==> src/rtl/lda_pkg.sv <==
// ----------------------------------------------------------------------------
// lda_pkg
// shared types and constants of the two-class linear discriminant unit
// ----------------------------------------------------------------------------
package lda_pkg;

	localparam int DEF_MAX_FEATURES = 32;
	localparam int QUEUE_DEPTH      = 4;

	localparam int LABEL_W   = 8;
	localparam int FCOUNT_W  = 6;
	localparam int SLOT_W    = 6;
	localparam int COEF_W    = 24;
	localparam int FEAT_W    = 16;
	localparam int PROD_W    = COEF_W + FEAT_W;
	localparam int ACC_W     = 48;
	localparam int CFG_IDX_W = 2;
	localparam int CFG_DAT_W = 8;

	// opcodes
	localparam logic OP_WRITE   = 1'b0;
	localparam logic OP_FEATURE = 1'b1;

	// configuration register indexes
	localparam logic [CFG_IDX_W-1:0] CFG_CLASS_ONE = 2'd0;
	localparam logic [CFG_IDX_W-1:0] CFG_CLASS_TWO = 2'd1;
	localparam logic [CFG_IDX_W-1:0] CFG_FCOUNT    = 2'd2;

	localparam logic [LABEL_W-1:0]  CLASS_ONE_RST = 8'd0;
	localparam logic [LABEL_W-1:0]  CLASS_TWO_RST = 8'd1;
	localparam logic [FCOUNT_W-1:0] FCOUNT_RST    = 6'd32;

	localparam logic signed [ACC_W-1:0] ACC_MAX = {1'b0, {(ACC_W-1){1'b1}}};
	localparam logic signed [ACC_W-1:0] ACC_MIN = {1'b1, {(ACC_W-1){1'b0}}};

	// one classified feature beat, front to back
	typedef struct packed {
		logic                     first;
		logic                     last;
		logic                     err;
		logic signed [COEF_W-1:0] bias;
		logic signed [COEF_W-1:0] weight;
		logic signed [FEAT_W-1:0] feature;
	} lda_entry_t;

endpackage

==> src/rtl/lda_in_if.sv <==
// ----------------------------------------------------------------------------
// lda_in_if
// input channel: coefficient writes and feature samples
// ----------------------------------------------------------------------------
interface lda_in_if;
	import lda_pkg::*;

	logic                     valid;
	logic                     ready;
	logic                     opcode;
	logic [SLOT_W-1:0]        coef_index;
	logic signed [COEF_W-1:0] coef_value;
	logic signed [FEAT_W-1:0] feature_value;
	logic                     last_feature;

	modport source (
		output valid, opcode, coef_index, coef_value, feature_value, last_feature,
		input  ready
	);
	modport sink (
		input  valid, opcode, coef_index, coef_value, feature_value, last_feature,
		output ready
	);
endinterface

==> src/rtl/lda_out_if.sv <==
// ----------------------------------------------------------------------------
// lda_out_if
// result channel: score, label and size error
// ----------------------------------------------------------------------------
interface lda_out_if;
	import lda_pkg::*;

	logic                    valid;
	logic                    ready;
	logic signed [ACC_W-1:0] score;
	logic [LABEL_W-1:0]      class_label;
	logic                    size_error;

	modport source (
		output valid, score, class_label, size_error,
		input  ready
	);
	modport sink (
		input  valid, score, class_label, size_error,
		output ready
	);
endinterface

==> src/rtl/lda_ram.sv <==
// ----------------------------------------------------------------------------
// lda_ram
// generic single write, single read ram with registered read
// ----------------------------------------------------------------------------
module lda_ram #(
	parameter int WIDTH = 24,
	parameter int DEPTH = 32,
	localparam int AW   = (DEPTH > 1) ? $clog2(DEPTH) : 1
) (
	input  logic             clk,
	input  logic             we,
	input  logic [AW-1:0]    waddr,
	input  logic [WIDTH-1:0] wdata,
	input  logic             re,
	input  logic [AW-1:0]    raddr,
	output logic [WIDTH-1:0] rdata
);
	logic [WIDTH-1:0] mem_q [DEPTH];

	always_ff @(posedge clk) begin
		if (we) begin
			mem_q[waddr] <= wdata;
		end
		if (re) begin
			rdata <= mem_q[raddr];
		end
	end
endmodule

==> src/rtl/lda_front.sv <==
// ----------------------------------------------------------------------------
// lda_front
// accepts beats, stores coefficients, tags feature beats for the back end
// ----------------------------------------------------------------------------
module lda_front #(
	parameter int MAX_FEATURES = 32,
	parameter int QDEPTH       = 4,
	localparam int AW          = (MAX_FEATURES > 1) ? $clog2(MAX_FEATURES) : 1,
	localparam int CW          = $clog2(MAX_FEATURES + 2),
	localparam int QCW         = $clog2(QDEPTH + 1)
) (
	input  logic                           clk,
	input  logic                           arst_n,
	lda_in_if.sink                         samples,
	input  logic [lda_pkg::FCOUNT_W-1:0]   feature_count,
	input  logic [QCW-1:0]                 q_count,
	output logic                           push,
	output lda_pkg::lda_entry_t            push_entry
);
	import lda_pkg::*;

	logic                     acc_beat;
	logic                     is_wr;
	logic                     is_feat;
	logic [15:0]              slot_m1;
	logic                     slot_ok;
	logic                     ram_we;
	logic [AW-1:0]            ram_waddr;
	logic [COEF_W-1:0]        ram_rdata;
	logic                     w_ok;
	logic [CW-1:0]            cnt_q;
	logic [CW-1:0]            cnt_nxt;
	logic                     fc_bad;
	logic                     err;
	logic [QCW:0]             used;
	logic signed [COEF_W-1:0] bias_q;

	logic                     v_s1;
	logic                     first_s1;
	logic                     last_s1;
	logic                     err_s1;
	logic                     wok_s1;
	logic signed [COEF_W-1:0] bias_s1;
	logic signed [FEAT_W-1:0] feat_s1;

	// credit: queue entries plus the beat in flight
	assign used          = {1'b0, q_count} + (QCW+1)'(v_s1);
	assign samples.ready = used < (QCW+1)'(QDEPTH);

	assign acc_beat = samples.valid && samples.ready;
	assign is_wr    = acc_beat && (samples.opcode == OP_WRITE);
	assign is_feat  = acc_beat && (samples.opcode == OP_FEATURE);

	assign slot_m1   = 16'(samples.coef_index) - 16'd1;
	assign slot_ok   = 32'(samples.coef_index) <= MAX_FEATURES;
	assign ram_we    = is_wr && slot_ok && (samples.coef_index != '0);
	assign ram_waddr = slot_m1[AW-1:0];

	assign w_ok    = 32'(cnt_q) < MAX_FEATURES;
	assign cnt_nxt = w_ok ? cnt_q + CW'(1) : CW'(MAX_FEATURES + 1);
	assign fc_bad  = (feature_count == '0) || (32'(feature_count) > MAX_FEATURES);
	assign err     = fc_bad || (16'(cnt_nxt) != 16'(feature_count));

	lda_ram #(
		.WIDTH (COEF_W),
		.DEPTH (MAX_FEATURES)
	) u_coef_ram (
		.clk   (clk),
		.we    (ram_we),
		.waddr (ram_waddr),
		.wdata (samples.coef_value),
		.re    (is_feat),
		.raddr (cnt_q[AW-1:0]),
		.rdata (ram_rdata)
	);

	// bias kept apart so the first feature needs one table read only
	always_ff @(posedge clk) begin
		if (is_wr && (samples.coef_index == '0)) begin
			bias_q <= samples.coef_value;
		end
	end

	always_ff @(posedge clk or negedge arst_n) begin
		if (!arst_n) begin
			cnt_q <= '0;
			v_s1  <= 1'b0;
		end else begin
			v_s1 <= is_feat;
			if (is_feat) begin
				cnt_q <= samples.last_feature ? '0 : cnt_nxt;
			end
		end
	end

	always_ff @(posedge clk) begin
		if (is_feat) begin
			first_s1 <= cnt_q == '0;
			last_s1  <= samples.last_feature;
			err_s1   <= err;
			wok_s1   <= w_ok;
			bias_s1  <= bias_q;
			feat_s1  <= samples.feature_value;
		end
	end

	assign push               = v_s1;
	assign push_entry.first   = first_s1;
	assign push_entry.last    = last_s1;
	assign push_entry.err     = err_s1;
	assign push_entry.bias    = bias_s1;
	assign push_entry.weight  = wok_s1 ? $signed(ram_rdata) : '0;
	assign push_entry.feature = feat_s1;
endmodule

==> src/rtl/lda_queue.sv <==
// ----------------------------------------------------------------------------
// lda_queue
// short fifo of tagged feature beats between front and back
// ----------------------------------------------------------------------------
module lda_queue #(
	parameter int DEPTH = 4,
	localparam int PW   = (DEPTH > 1) ? $clog2(DEPTH) : 1,
	localparam int QCW  = $clog2(DEPTH + 1)
) (
	input  logic                clk,
	input  logic                arst_n,
	input  logic                push,
	input  lda_pkg::lda_entry_t push_entry,
	input  logic                pop,
	output logic                pop_valid,
	output lda_pkg::lda_entry_t pop_entry,
	output logic [QCW-1:0]      count
);
	import lda_pkg::*;

	lda_entry_t     mem_q [DEPTH];
	logic [PW-1:0]  wptr_q;
	logic [PW-1:0]  rptr_q;
	logic [QCW-1:0] count_q;
	logic           do_pop;

	assign do_pop    = pop && (count_q != '0);
	assign pop_valid = count_q != '0;
	assign pop_entry = mem_q[rptr_q];
	assign count     = count_q;

	always_ff @(posedge clk) begin
		if (push) begin
			mem_q[wptr_q] <= push_entry;
		end
	end

	always_ff @(posedge clk or negedge arst_n) begin
		if (!arst_n) begin
			wptr_q  <= '0;
			rptr_q  <= '0;
			count_q <= '0;
		end else begin
			if (push) begin
				wptr_q <= (32'(wptr_q) == DEPTH - 1) ? '0 : wptr_q + PW'(1);
			end
			if (do_pop) begin
				rptr_q <= (32'(rptr_q) == DEPTH - 1) ? '0 : rptr_q + PW'(1);
			end
			count_q <= count_q + QCW'(push) - QCW'(do_pop);
		end
	end
endmodule

==> src/rtl/lda_back.sv <==
// ----------------------------------------------------------------------------
// lda_back
// multiply, saturating accumulate and result register
// ----------------------------------------------------------------------------
module lda_back (
	input  logic                          clk,
	input  logic                          arst_n,
	input  logic                          q_valid,
	input  lda_pkg::lda_entry_t           q_entry,
	output logic                          q_pop,
	input  logic [lda_pkg::LABEL_W-1:0]   class_one_label,
	input  logic [lda_pkg::LABEL_W-1:0]   class_two_label,
	lda_out_if.source                     results
);
	import lda_pkg::*;

	logic                     adv;
	logic signed [PROD_W-1:0] prod;

	logic                     v_s1;
	logic                     first_s1;
	logic                     last_s1;
	logic                     err_s1;
	logic signed [COEF_W-1:0] bias_s1;
	logic signed [PROD_W-1:0] prod_s1;

	logic signed [ACC_W-1:0]  acc_q;
	logic signed [ACC_W-1:0]  base;
	logic signed [ACC_W:0]    sum_wide;
	logic signed [ACC_W-1:0]  sum;
	logic signed [ACC_W-1:0]  score;

	logic                     res_v_q;
	logic signed [ACC_W-1:0]  res_score_q;
	logic [LABEL_W-1:0]       res_label_q;
	logic                     res_err_q;

	assign adv   = !res_v_q || results.ready;
	assign q_pop = adv && q_valid;

	assign prod = PROD_W'(q_entry.weight) * PROD_W'(q_entry.feature);

	always_comb begin
		base     = first_s1 ? {{(ACC_W-COEF_W-8){bias_s1[COEF_W-1]}}, bias_s1, 8'd0} : acc_q;
		sum_wide = {base[ACC_W-1], base} + (ACC_W+1)'(prod_s1);
		if (sum_wide[ACC_W] != sum_wide[ACC_W-1]) begin
			sum = sum_wide[ACC_W] ? ACC_MIN : ACC_MAX;
		end else begin
			sum = sum_wide[ACC_W-1:0];
		end
		score = (sum == ACC_MIN) ? ACC_MAX : -sum;
	end

	always_ff @(posedge clk or negedge arst_n) begin
		if (!arst_n) begin
			v_s1    <= 1'b0;
			acc_q   <= '0;
			res_v_q <= 1'b0;
		end else if (adv) begin
			v_s1    <= q_valid;
			res_v_q <= v_s1 && last_s1;
			if (v_s1) begin
				acc_q <= sum;
			end
		end
	end

	always_ff @(posedge clk) begin
		if (q_pop) begin
			first_s1 <= q_entry.first;
			last_s1  <= q_entry.last;
			err_s1   <= q_entry.err;
			bias_s1  <= q_entry.bias;
			prod_s1  <= prod;
		end
		if (adv && v_s1 && last_s1) begin
			res_err_q   <= err_s1;
			res_score_q <= err_s1 ? '0 : score;
			res_label_q <= err_s1 ? '0 : (score[ACC_W-1] ? class_one_label : class_two_label);
		end
	end

	assign results.valid       = res_v_q;
	assign results.score       = res_score_q;
	assign results.class_label = res_label_q;
	assign results.size_error  = res_err_q;
endmodule

==> src/rtl/lda_linear_classifier_unit.sv <==
// ----------------------------------------------------------------------------
// lda_linear_classifier_unit
// two-class linear discriminant inference, fixed point, streaming
// ----------------------------------------------------------------------------
//  channel   | dir | handshake    | beat contents
//  ----------+-----+--------------+-------------------------------------------
//  samples   | in  | valid/ready  | opcode, coef_index, coef_value,
//            |     |              | feature_value, last_feature
//  results   | out | valid/ready  | score, class_label, size_error
//  cfg       | in  | cfg_we       | cfg_index, cfg_data (no read-back)
//
//  one beat per cycle sustained while the result side keeps up; a last feature
//  beat passes the table read, the queue write and the multiply, with the
//  accumulate landing in the result register
//  the accumulator add with saturation is the only one-cycle loop
//  arst_n clears counters, queue, pipeline valids and the accumulator; the
//  coefficient table and the bias hold garbage until written
//  a stalled result stops the back end only; the front keeps taking beats
//  until the four-entry queue, counting the beat in flight, is full
// ----------------------------------------------------------------------------
module lda_linear_classifier_unit #(
	parameter int MAX_FEATURES = lda_pkg::DEF_MAX_FEATURES,
	parameter int QDEPTH       = lda_pkg::QUEUE_DEPTH
) (
	input  logic                          clk,
	input  logic                          arst_n,
	lda_in_if.sink                        samples,
	lda_out_if.source                     results,
	input  logic                          cfg_we,
	input  logic [lda_pkg::CFG_IDX_W-1:0] cfg_index,
	input  logic [lda_pkg::CFG_DAT_W-1:0] cfg_data
);
	import lda_pkg::*;

	localparam int QCW = $clog2(QDEPTH + 1);

	// configuration registers
	logic [LABEL_W-1:0]  class_one_q;
	logic [LABEL_W-1:0]  class_two_q;
	logic [FCOUNT_W-1:0] fcount_q;

	// front to queue
	logic       push;
	lda_entry_t push_entry;
	logic [QCW-1:0] q_count;

	// queue to back
	logic       q_valid;
	logic       q_pop;
	lda_entry_t q_entry;

	always_ff @(posedge clk or negedge arst_n) begin
		if (!arst_n) begin
			class_one_q <= CLASS_ONE_RST;
			class_two_q <= CLASS_TWO_RST;
			fcount_q    <= FCOUNT_RST;
		end else if (cfg_we) begin
			case (cfg_index)
				CFG_CLASS_ONE: class_one_q <= cfg_data[LABEL_W-1:0];
				CFG_CLASS_TWO: class_two_q <= cfg_data[LABEL_W-1:0];
				CFG_FCOUNT:    fcount_q    <= cfg_data[FCOUNT_W-1:0];
				default: ;
			endcase
		end
	end

	// front: coefficient writes end here, feature beats get weight and tags
	lda_front #(
		.MAX_FEATURES (MAX_FEATURES),
		.QDEPTH       (QDEPTH)
	) u_front (
		.clk           (clk),
		.arst_n        (arst_n),
		.samples       (samples),
		.feature_count (fcount_q),
		.q_count       (q_count),
		.push          (push),
		.push_entry    (push_entry)
	);

	// decoupling queue
	lda_queue #(
		.DEPTH (QDEPTH)
	) u_queue (
		.clk        (clk),
		.arst_n     (arst_n),
		.push       (push),
		.push_entry (push_entry),
		.pop        (q_pop),
		.pop_valid  (q_valid),
		.pop_entry  (q_entry),
		.count      (q_count)
	);

	// back: multiply-accumulate and result beat
	lda_back u_back (
		.clk             (clk),
		.arst_n          (arst_n),
		.q_valid         (q_valid),
		.q_entry         (q_entry),
		.q_pop           (q_pop),
		.class_one_label (class_one_q),
		.class_two_label (class_two_q),
		.results         (results)
	);
endmodule

==> src/flat_wrapper.sv <==
// flat-port wrapper written by rule: the top's interface ports become plain ports
module lda_linear_classifier_unit_flat import lda_pkg::*;
#(
	parameter int MAX_FEATURES = lda_pkg::DEF_MAX_FEATURES,
	parameter int QDEPTH       = lda_pkg::QUEUE_DEPTH
)
  (clk, arst_n, cfg_we, cfg_index, cfg_data, samples_valid, samples_opcode, samples_coef_index, samples_coef_value, samples_feature_value, samples_last_feature, samples_ready, results_valid, results_score, results_class_label, results_size_error, results_ready);
  lda_in_if samples_i ();
  lda_out_if results_i ();
  input  logic clk;
  input  logic arst_n;
  input  logic cfg_we;
  input  logic [lda_pkg::CFG_IDX_W-1:0] cfg_index;
  input  logic [lda_pkg::CFG_DAT_W-1:0] cfg_data;
  input wire logic [$bits(samples_i.valid)-1:0] samples_valid;
  input wire logic [$bits(samples_i.opcode)-1:0] samples_opcode;
  input wire logic [$bits(samples_i.coef_index)-1:0] samples_coef_index;
  input wire logic [$bits(samples_i.coef_value)-1:0] samples_coef_value;
  input wire logic [$bits(samples_i.feature_value)-1:0] samples_feature_value;
  input wire logic [$bits(samples_i.last_feature)-1:0] samples_last_feature;
  output wire logic [$bits(samples_i.ready)-1:0] samples_ready;
  output wire logic [$bits(results_i.valid)-1:0] results_valid;
  output wire logic [$bits(results_i.score)-1:0] results_score;
  output wire logic [$bits(results_i.class_label)-1:0] results_class_label;
  output wire logic [$bits(results_i.size_error)-1:0] results_size_error;
  input wire logic [$bits(results_i.ready)-1:0] results_ready;
  assign samples_i.valid = samples_valid;
  assign samples_i.opcode = samples_opcode;
  assign samples_i.coef_index = samples_coef_index;
  assign samples_i.coef_value = samples_coef_value;
  assign samples_i.feature_value = samples_feature_value;
  assign samples_i.last_feature = samples_last_feature;
  assign samples_ready = samples_i.ready;
  assign results_valid = results_i.valid;
  assign results_score = results_i.score;
  assign results_class_label = results_i.class_label;
  assign results_size_error = results_i.size_error;
  assign results_i.ready = results_ready;
  lda_linear_classifier_unit #(.MAX_FEATURES(MAX_FEATURES), .QDEPTH(QDEPTH)) u_core (.clk(clk), .arst_n(arst_n), .samples(samples_i), .results(results_i), .cfg_we(cfg_we), .cfg_index(cfg_index), .cfg_data(cfg_data));
endmodule
==> config.mk <==
export PLATFORM = sky130hd
export DESIGN_NAME = lda_linear_classifier_unit_flat
export DESIGN_NICKNAME = d
export VERILOG_FILES = /design/src/rtl/lda_pkg.sv /design/src/rtl/lda_in_if.sv /design/src/rtl/lda_out_if.sv /design/src/rtl/lda_ram.sv /design/src/rtl/lda_front.sv /design/src/rtl/lda_queue.sv /design/src/rtl/lda_back.sv /design/src/rtl/lda_linear_classifier_unit.sv /design/src/flat_wrapper.sv
export SDC_FILE = /design/constraint.sdc
export NUM_CORES = 2
export LEC_CHECK = 0
export BUFFER_PORTS_ARGS = -buffer_cell sky130_fd_sc_hd__buf_4
export CAP_MARGIN = 20
export CORE_AREA = 2 2 356 358
export CTS_CLUSTER_SIZE = 25
export DETAILED_ROUTE_END_ITERATION = 7
export DIE_AREA = 0 0 358 360
export PLACE_DENSITY = 0.71
export SYNTH_ARGS = -nofsm -noshare
export SYNTH_HDL_FRONTEND = slang
export SYNTH_SLANG_ARGS = --single-unit
==> constraint.sdc <==
create_clock -name clk -period 11.8 [get_ports clk]
set_input_delay 1.18 -clock clk [delete_from_list [all_inputs] [get_ports clk]]
set_output_delay 1.18 -clock clk [all_outputs]
set_load 0.005 [all_outputs]
==> flow_summary.html <==
<table>
<tr><th>Metric</th><th>Value</th></tr>
<tr><th colspan="2">Critical path</th></tr>
<tr><td>Worst path bufs/invs</td><td>4</td></tr>
<tr><td>Register-to-Register Path Depth</td><td>35</td></tr>
<tr><td>Startpoint types</td><td>flop</td></tr>
<tr><td>Critical Path End Type</td><td>flop</td></tr>
<tr><td>Peak per-stage delay on the critical path</td><td>0.55 ns</td></tr>
<tr><td>Max stage delay cell, worst path</td><td>nand2_1</td></tr>
<tr><td>Maximum fanout count along the critical path</td><td>between 40 and 50</td></tr>
<tr><td>CP arrival</td><td>approximately 10 ns</td></tr>
<tr><td>Required time of the critical path</td><td>about 12 ns</td></tr>
<tr><td>Reg-to-reg startpoint</td><td>u_core.u_back.first_s1</td></tr>
<tr><td>Worst path depth</td><td>35</td></tr>
<tr><td>Slack of the worst reg-to-reg path</td><td>approximately 2.3 ns</td></tr>
<tr><td>Crit. Startpoint</td><td>u_core.u_back.first_s1</td></tr>
<tr><td>Top delay family on crit path</td><td>simple AND/OR/NAND/NOR gates</td></tr>
<tr><td>Endpoint of the worst-slack reg-to-reg timing path</td><td>u_core.u_back.results.score[46]</td></tr>
<tr><td>Path type of the worst setup path</td><td>reg2reg</td></tr>
<tr><td>Worst setup path endpoint</td><td>u_core.u_back.results.score[46]</td></tr>
<tr><th colspan="2">Run status</th></tr>
<tr><td>Status</td><td>completed</td></tr>
<tr><th colspan="2">Floorplan</th></tr>
<tr><td>Cell row count</td><td>130</td></tr>
<tr><td>IO Pins</td><td>approximately 120</td></tr>
<tr><td>Width of the chip</td><td>about 360 um</td></tr>
<tr><td>Initial Utilization</td><td>a little over half</td></tr>
<tr><td>Full die area</td><td>~130000 sq um</td></tr>
<tr><td>Area of the placeable core</td><td>around 120000 sq um</td></tr>
<tr><td>Die extent in y</td><td>around 360 um</td></tr>
<tr><th colspan="2">Route</th></tr>
<tr><td>Via count of the routed design</td><td>between 30000 and 40000</td></tr>
<tr><td>Wire length on met3</td><td>between 10000 and 15000 um</td></tr>
<tr><td>Routed via count divided by cell count</td><td>5.95</td></tr>
<tr><td>Post-route DRC</td><td>0</td></tr>
<tr><td>Wire length reported by the detailed router</td><td>about 160000 um</td></tr>
<tr><td>Length of routed met2 wiring</td><td>82100 um</td></tr>
<tr><td>M1 WL</td><td>between 60000 and 70000 um</td></tr>
<tr><td>Violation count after the first detailed-routing iteration</td><td>3323</td></tr>
<tr><td>Mean routed wirelength per cell</td><td>25.1 um</td></tr>
<tr><td>Detailed-routing iteration count for the pre-antenna-repair pass</td><td>7</td></tr>
<tr><td>Antenna Nets Post-Route</td><td>0</td></tr>
<tr><td>Top Layer Used</td><td>met4</td></tr>
<tr><th colspan="2">STA</th></tr>
<tr><td>Count of final max-slew check failures</td><td>0</td></tr>
<tr><td>Tcrit/Tclk final</td><td>80.7%</td></tr>
<tr><td>Sum Neg Setup Slack</td><td>0 ns</td></tr>
<tr><td>Fin. Hold Viols</td><td>0</td></tr>
<tr><td>Clock period minus final worst setup slack</td><td>between 9 and 10 ns</td></tr>
<tr><td>Fin worst setup slack</td><td>2.28 ns</td></tr>
<tr><td>Setup violation total in the final timing report</td><td>0</td></tr>
<tr><td>Setup repair after global routing missed its margin</td><td>false</td></tr>
<tr><td>Worst slew slack as a fraction of its limit</td><td>24.8%</td></tr>
<tr><td>Worst-margin pin slew</td><td>approximately 1.1 ns</td></tr>
<tr><td>Setup skew after layout</td><td>around 0.05 ns</td></tr>
<tr><td>Fmax</td><td>about 0.11 GHz</td></tr>
<tr><th colspan="2">Worst hold path</th></tr>
<tr><td>Min-Delay Path Class</td><td>in2async</td></tr>
<tr><th colspan="2">Logic synthesis</th></tr>
<tr><td>Avg Synthesized Cell Area</td><td>~15 sq um</td></tr>
<tr><td>Register bit count reported by yosys</td><td>1338</td></tr>
<tr><td>Synth Net Count</td><td>between 5000 and 6000</td></tr>
<tr><td>Yosys cell types</td><td>102</td></tr>
<tr><td>Number of enable flip-flop cells after synthesis</td><td>roughly 1300</td></tr>
<tr><td>Synth async-reset ratio</td><td>roughly 6.4%</td></tr>
<tr><td>Main synth FF type</td><td>edfxtp_1</td></tr>
<tr><td>Post-Synthesis Cells</td><td>4520</td></tr>
<tr><td>Warning count from the yosys run</td><td>0</td></tr>
<tr><td>Cell area after technology mapping</td><td>68300 sq um</td></tr>
<tr><td>Share of synthesized area occupied by flip-flops and latches</td><td>58.2%</td></tr>
<tr><th colspan="2">Place</th></tr>
<tr><td>Port Buffer Count</td><td>121</td></tr>
<tr><td>Post-place setup slack</td><td>roughly 2.4 ns</td></tr>
<tr><td>Dpl hpwl</td><td>roughly 110000 um</td></tr>
<tr><td>Final Wtd Congestion</td><td>0.957</td></tr>
<tr><th colspan="2">GRT</th></tr>
<tr><td>Vias in the first global route</td><td>39400</td></tr>
<tr><td>Combined global-route utilization of all metal layers</td><td>25.5%</td></tr>
<tr><td>Pin count of the biggest net entering global routing</td><td>143</td></tr>
<tr><td>Antenna violations before repair</td><td>6</td></tr>
<tr><td>Global-route wire length before repair</td><td>approximately 240000 um</td></tr>
<tr><td>GRT Residual Overflow</td><td>0</td></tr>
<tr><th colspan="2">Clocking</th></tr>
<tr><td>Gates resized, CTS repair</td><td>0</td></tr>
<tr><td>Num CTS Buffers</td><td>135</td></tr>
<tr><td>Count of H-tree levels built during CTS</td><td>4</td></tr>
<tr><td>Post-CTS Setup Bufs</td><td>0</td></tr>
<tr><td>Clk_lat worst skew</td><td>around 0.78 ns</td></tr>
<tr><td>Clk buf depth</td><td>3</td></tr>
<tr><td>Post-cts hold buffer count</td><td>0</td></tr>
<tr><td>Clock tree from TritonCTS</td><td>done</td></tr>
<tr><td>Register clock-pin slew on the reported worst setup and hold paths</td><td>about 0.070 ns</td></tr>
<tr><td>Root buffer cell</td><td>clkbuf_16</td></tr>
<tr><td>Clock net sink count</td><td>about 1300</td></tr>
<tr><th colspan="2">Layout</th></tr>
<tr><td>Fraction of final layout cells with drive strength greater than 1</td><td>between 10% and 20%</td></tr>
<tr><td>Number of nets in the final layout</td><td>5233</td></tr>
<tr><td>Area Overhead vs Synth</td><td>10.6%</td></tr>
<tr><td>N_diodes</td><td>0</td></tr>
<tr><th colspan="2">Flow run</th></tr>
<tr><td>Max cap viols</td><td>0</td></tr>
</table>
[routing by layer]
layer / up-vias / global-route usage, %
met4: 0 / 7.97
met3: 262 / 4.19
met1: 19800 / 34.2
met2: 1398 / 42.9
met5: - / 0
li1: 16600 / -
[registers in the layout (all words and copies together), names as in the netlist, 2 cells and up]
register                           count
u_core.class_one_q                     8
u_core.class_two_q                     8
u_core.fcount_q                        6
u_core.u_back.acc_q                   48
u_core.u_back.bias_s1                 24
u_core.u_back.prod_s1                 40
u_core.u_back.results.class_label      8
u_core.u_back.results.score           48
u_core.u_front.bias_q                 24
u_core.u_front.bias_s1                24
u_core.u_front.cnt_q                   6
u_core.u_front.feat_s1                16
u_core.u_front.u_coef_ram.mem_q      768
u_core.u_front.u_coef_ram.rdata       24
u_core.u_queue.count                   3
u_core.u_queue.mem_q                 268
u_core.u_queue.rptr_q                  2
u_core.u_queue.wptr_q                  2
[area by class of cell]
type,count,area [sq um]
Fill cell,9279,49300
Inverter,480,1800
Timing Repair Buffer,184,1460
Tap cell,1650,2060
Multi-Input combinational cell,2496,26200
Sequential cell,1338,39800
Clock inverter,80,776
Clock buffer,162,3520
[per-stage QoR]
| step | util (%) | hold slack (ns) | instances | cell area [sq um] |
|---|---|---|---|---|
| 3_5_place_dp | 57.0 | 0.405 | 6144 | 71200 |
| 2_1_floorplan | - | 0.400 | 4520 | 68300 |
| 3_3_place_gp | 57.0 | 0.404 | 6144 | 71200 |
| 4_1_cts | 60.4 | 0.374 | 6386 | 75500 |
| 6_report | 60.5 | 0.414 | 6390 | 75600 |
| 5_1_grt | 60.5 | 0.418 | 6390 | 75600 |
[cell usage in the layout (no fill, tap or decap), types with 34 or more instances in the layout]
cell type,n
a21o_1,43
a21oi_1,139
and2_1,97
buf_4,178
clkbuf_16,136
dfrtp_1,78
edfxtp_1,1252
fa_1,376
ha_1,158
inv_1,477
mux2_2,89
mux4_2,293
nand2_1,373
nand3_1,36
nor2_1,203
nor2b_1,62
nor3_1,35
o21ai_0,102
xnor2_1,75
xor2_1,34
[Yosys cell counts, drive strengths merged (62+ instances only)]
library cell	n	area, sq um
o21ai	120	612
dfrtp	84	2100
mux4	293	6600
and2	102	641
clkbuf	162	608
mux2	89	1000
ha	159	1990
a21oi	141	713
nor2b	62	388
xnor2	75	657
fa	376	7530
inv	479	1800
nand2	373	1400
edfxtp	1252	37600
nor2	232	871
[worst min path at each step]
stage                                   start                          to  slack [ns]
floorplan            u_core.u_front.bias_q[0]   u_core.u_front.bias_s1[0]        0.40
global placement    u_core.u_front.bias_q[16]  u_core.u_front.bias_s1[16]        0.40
detailed placement  u_core.u_front.bias_q[22]  u_core.u_front.bias_s1[22]        0.40
CTS                                    arst_n     u_core.u_back.acc_q[15]        0.37
global route                           arst_n     u_core.u_back.acc_q[15]        0.42
finish                                 arst_n     u_core.u_back.acc_q[15]        0.41
[worst reg2reg max path: cells and delay by family (launching register included)]
| family | cells | cell delay [ns] |
|---|---|---|
| compound gates | 12 | 2.74 |
| xor+xnor | 1 | 0.17 |
| fa+ha+maj | 3 | 1.04 |
| buf+inv | 4 | 1.39 |
| flops | 1 | 0.33 |
| simple gates | 15 | 3.68 |
[kinds of logic after synthesis]
| group | share of synthesized area [%] |
|---|---|
| compound gates | 4.27 |
| mux | 11.6 |
| buf+inv | 3.81 |
| xor+xnor | 1.40 |
| simple gates | 6.83 |
| fa+ha+maj | 13.9 |
| flops | 58.2 |
Power is not shown: default switching activity piles up to over one toggle a cycle in this logic, so the estimate is an artifact.
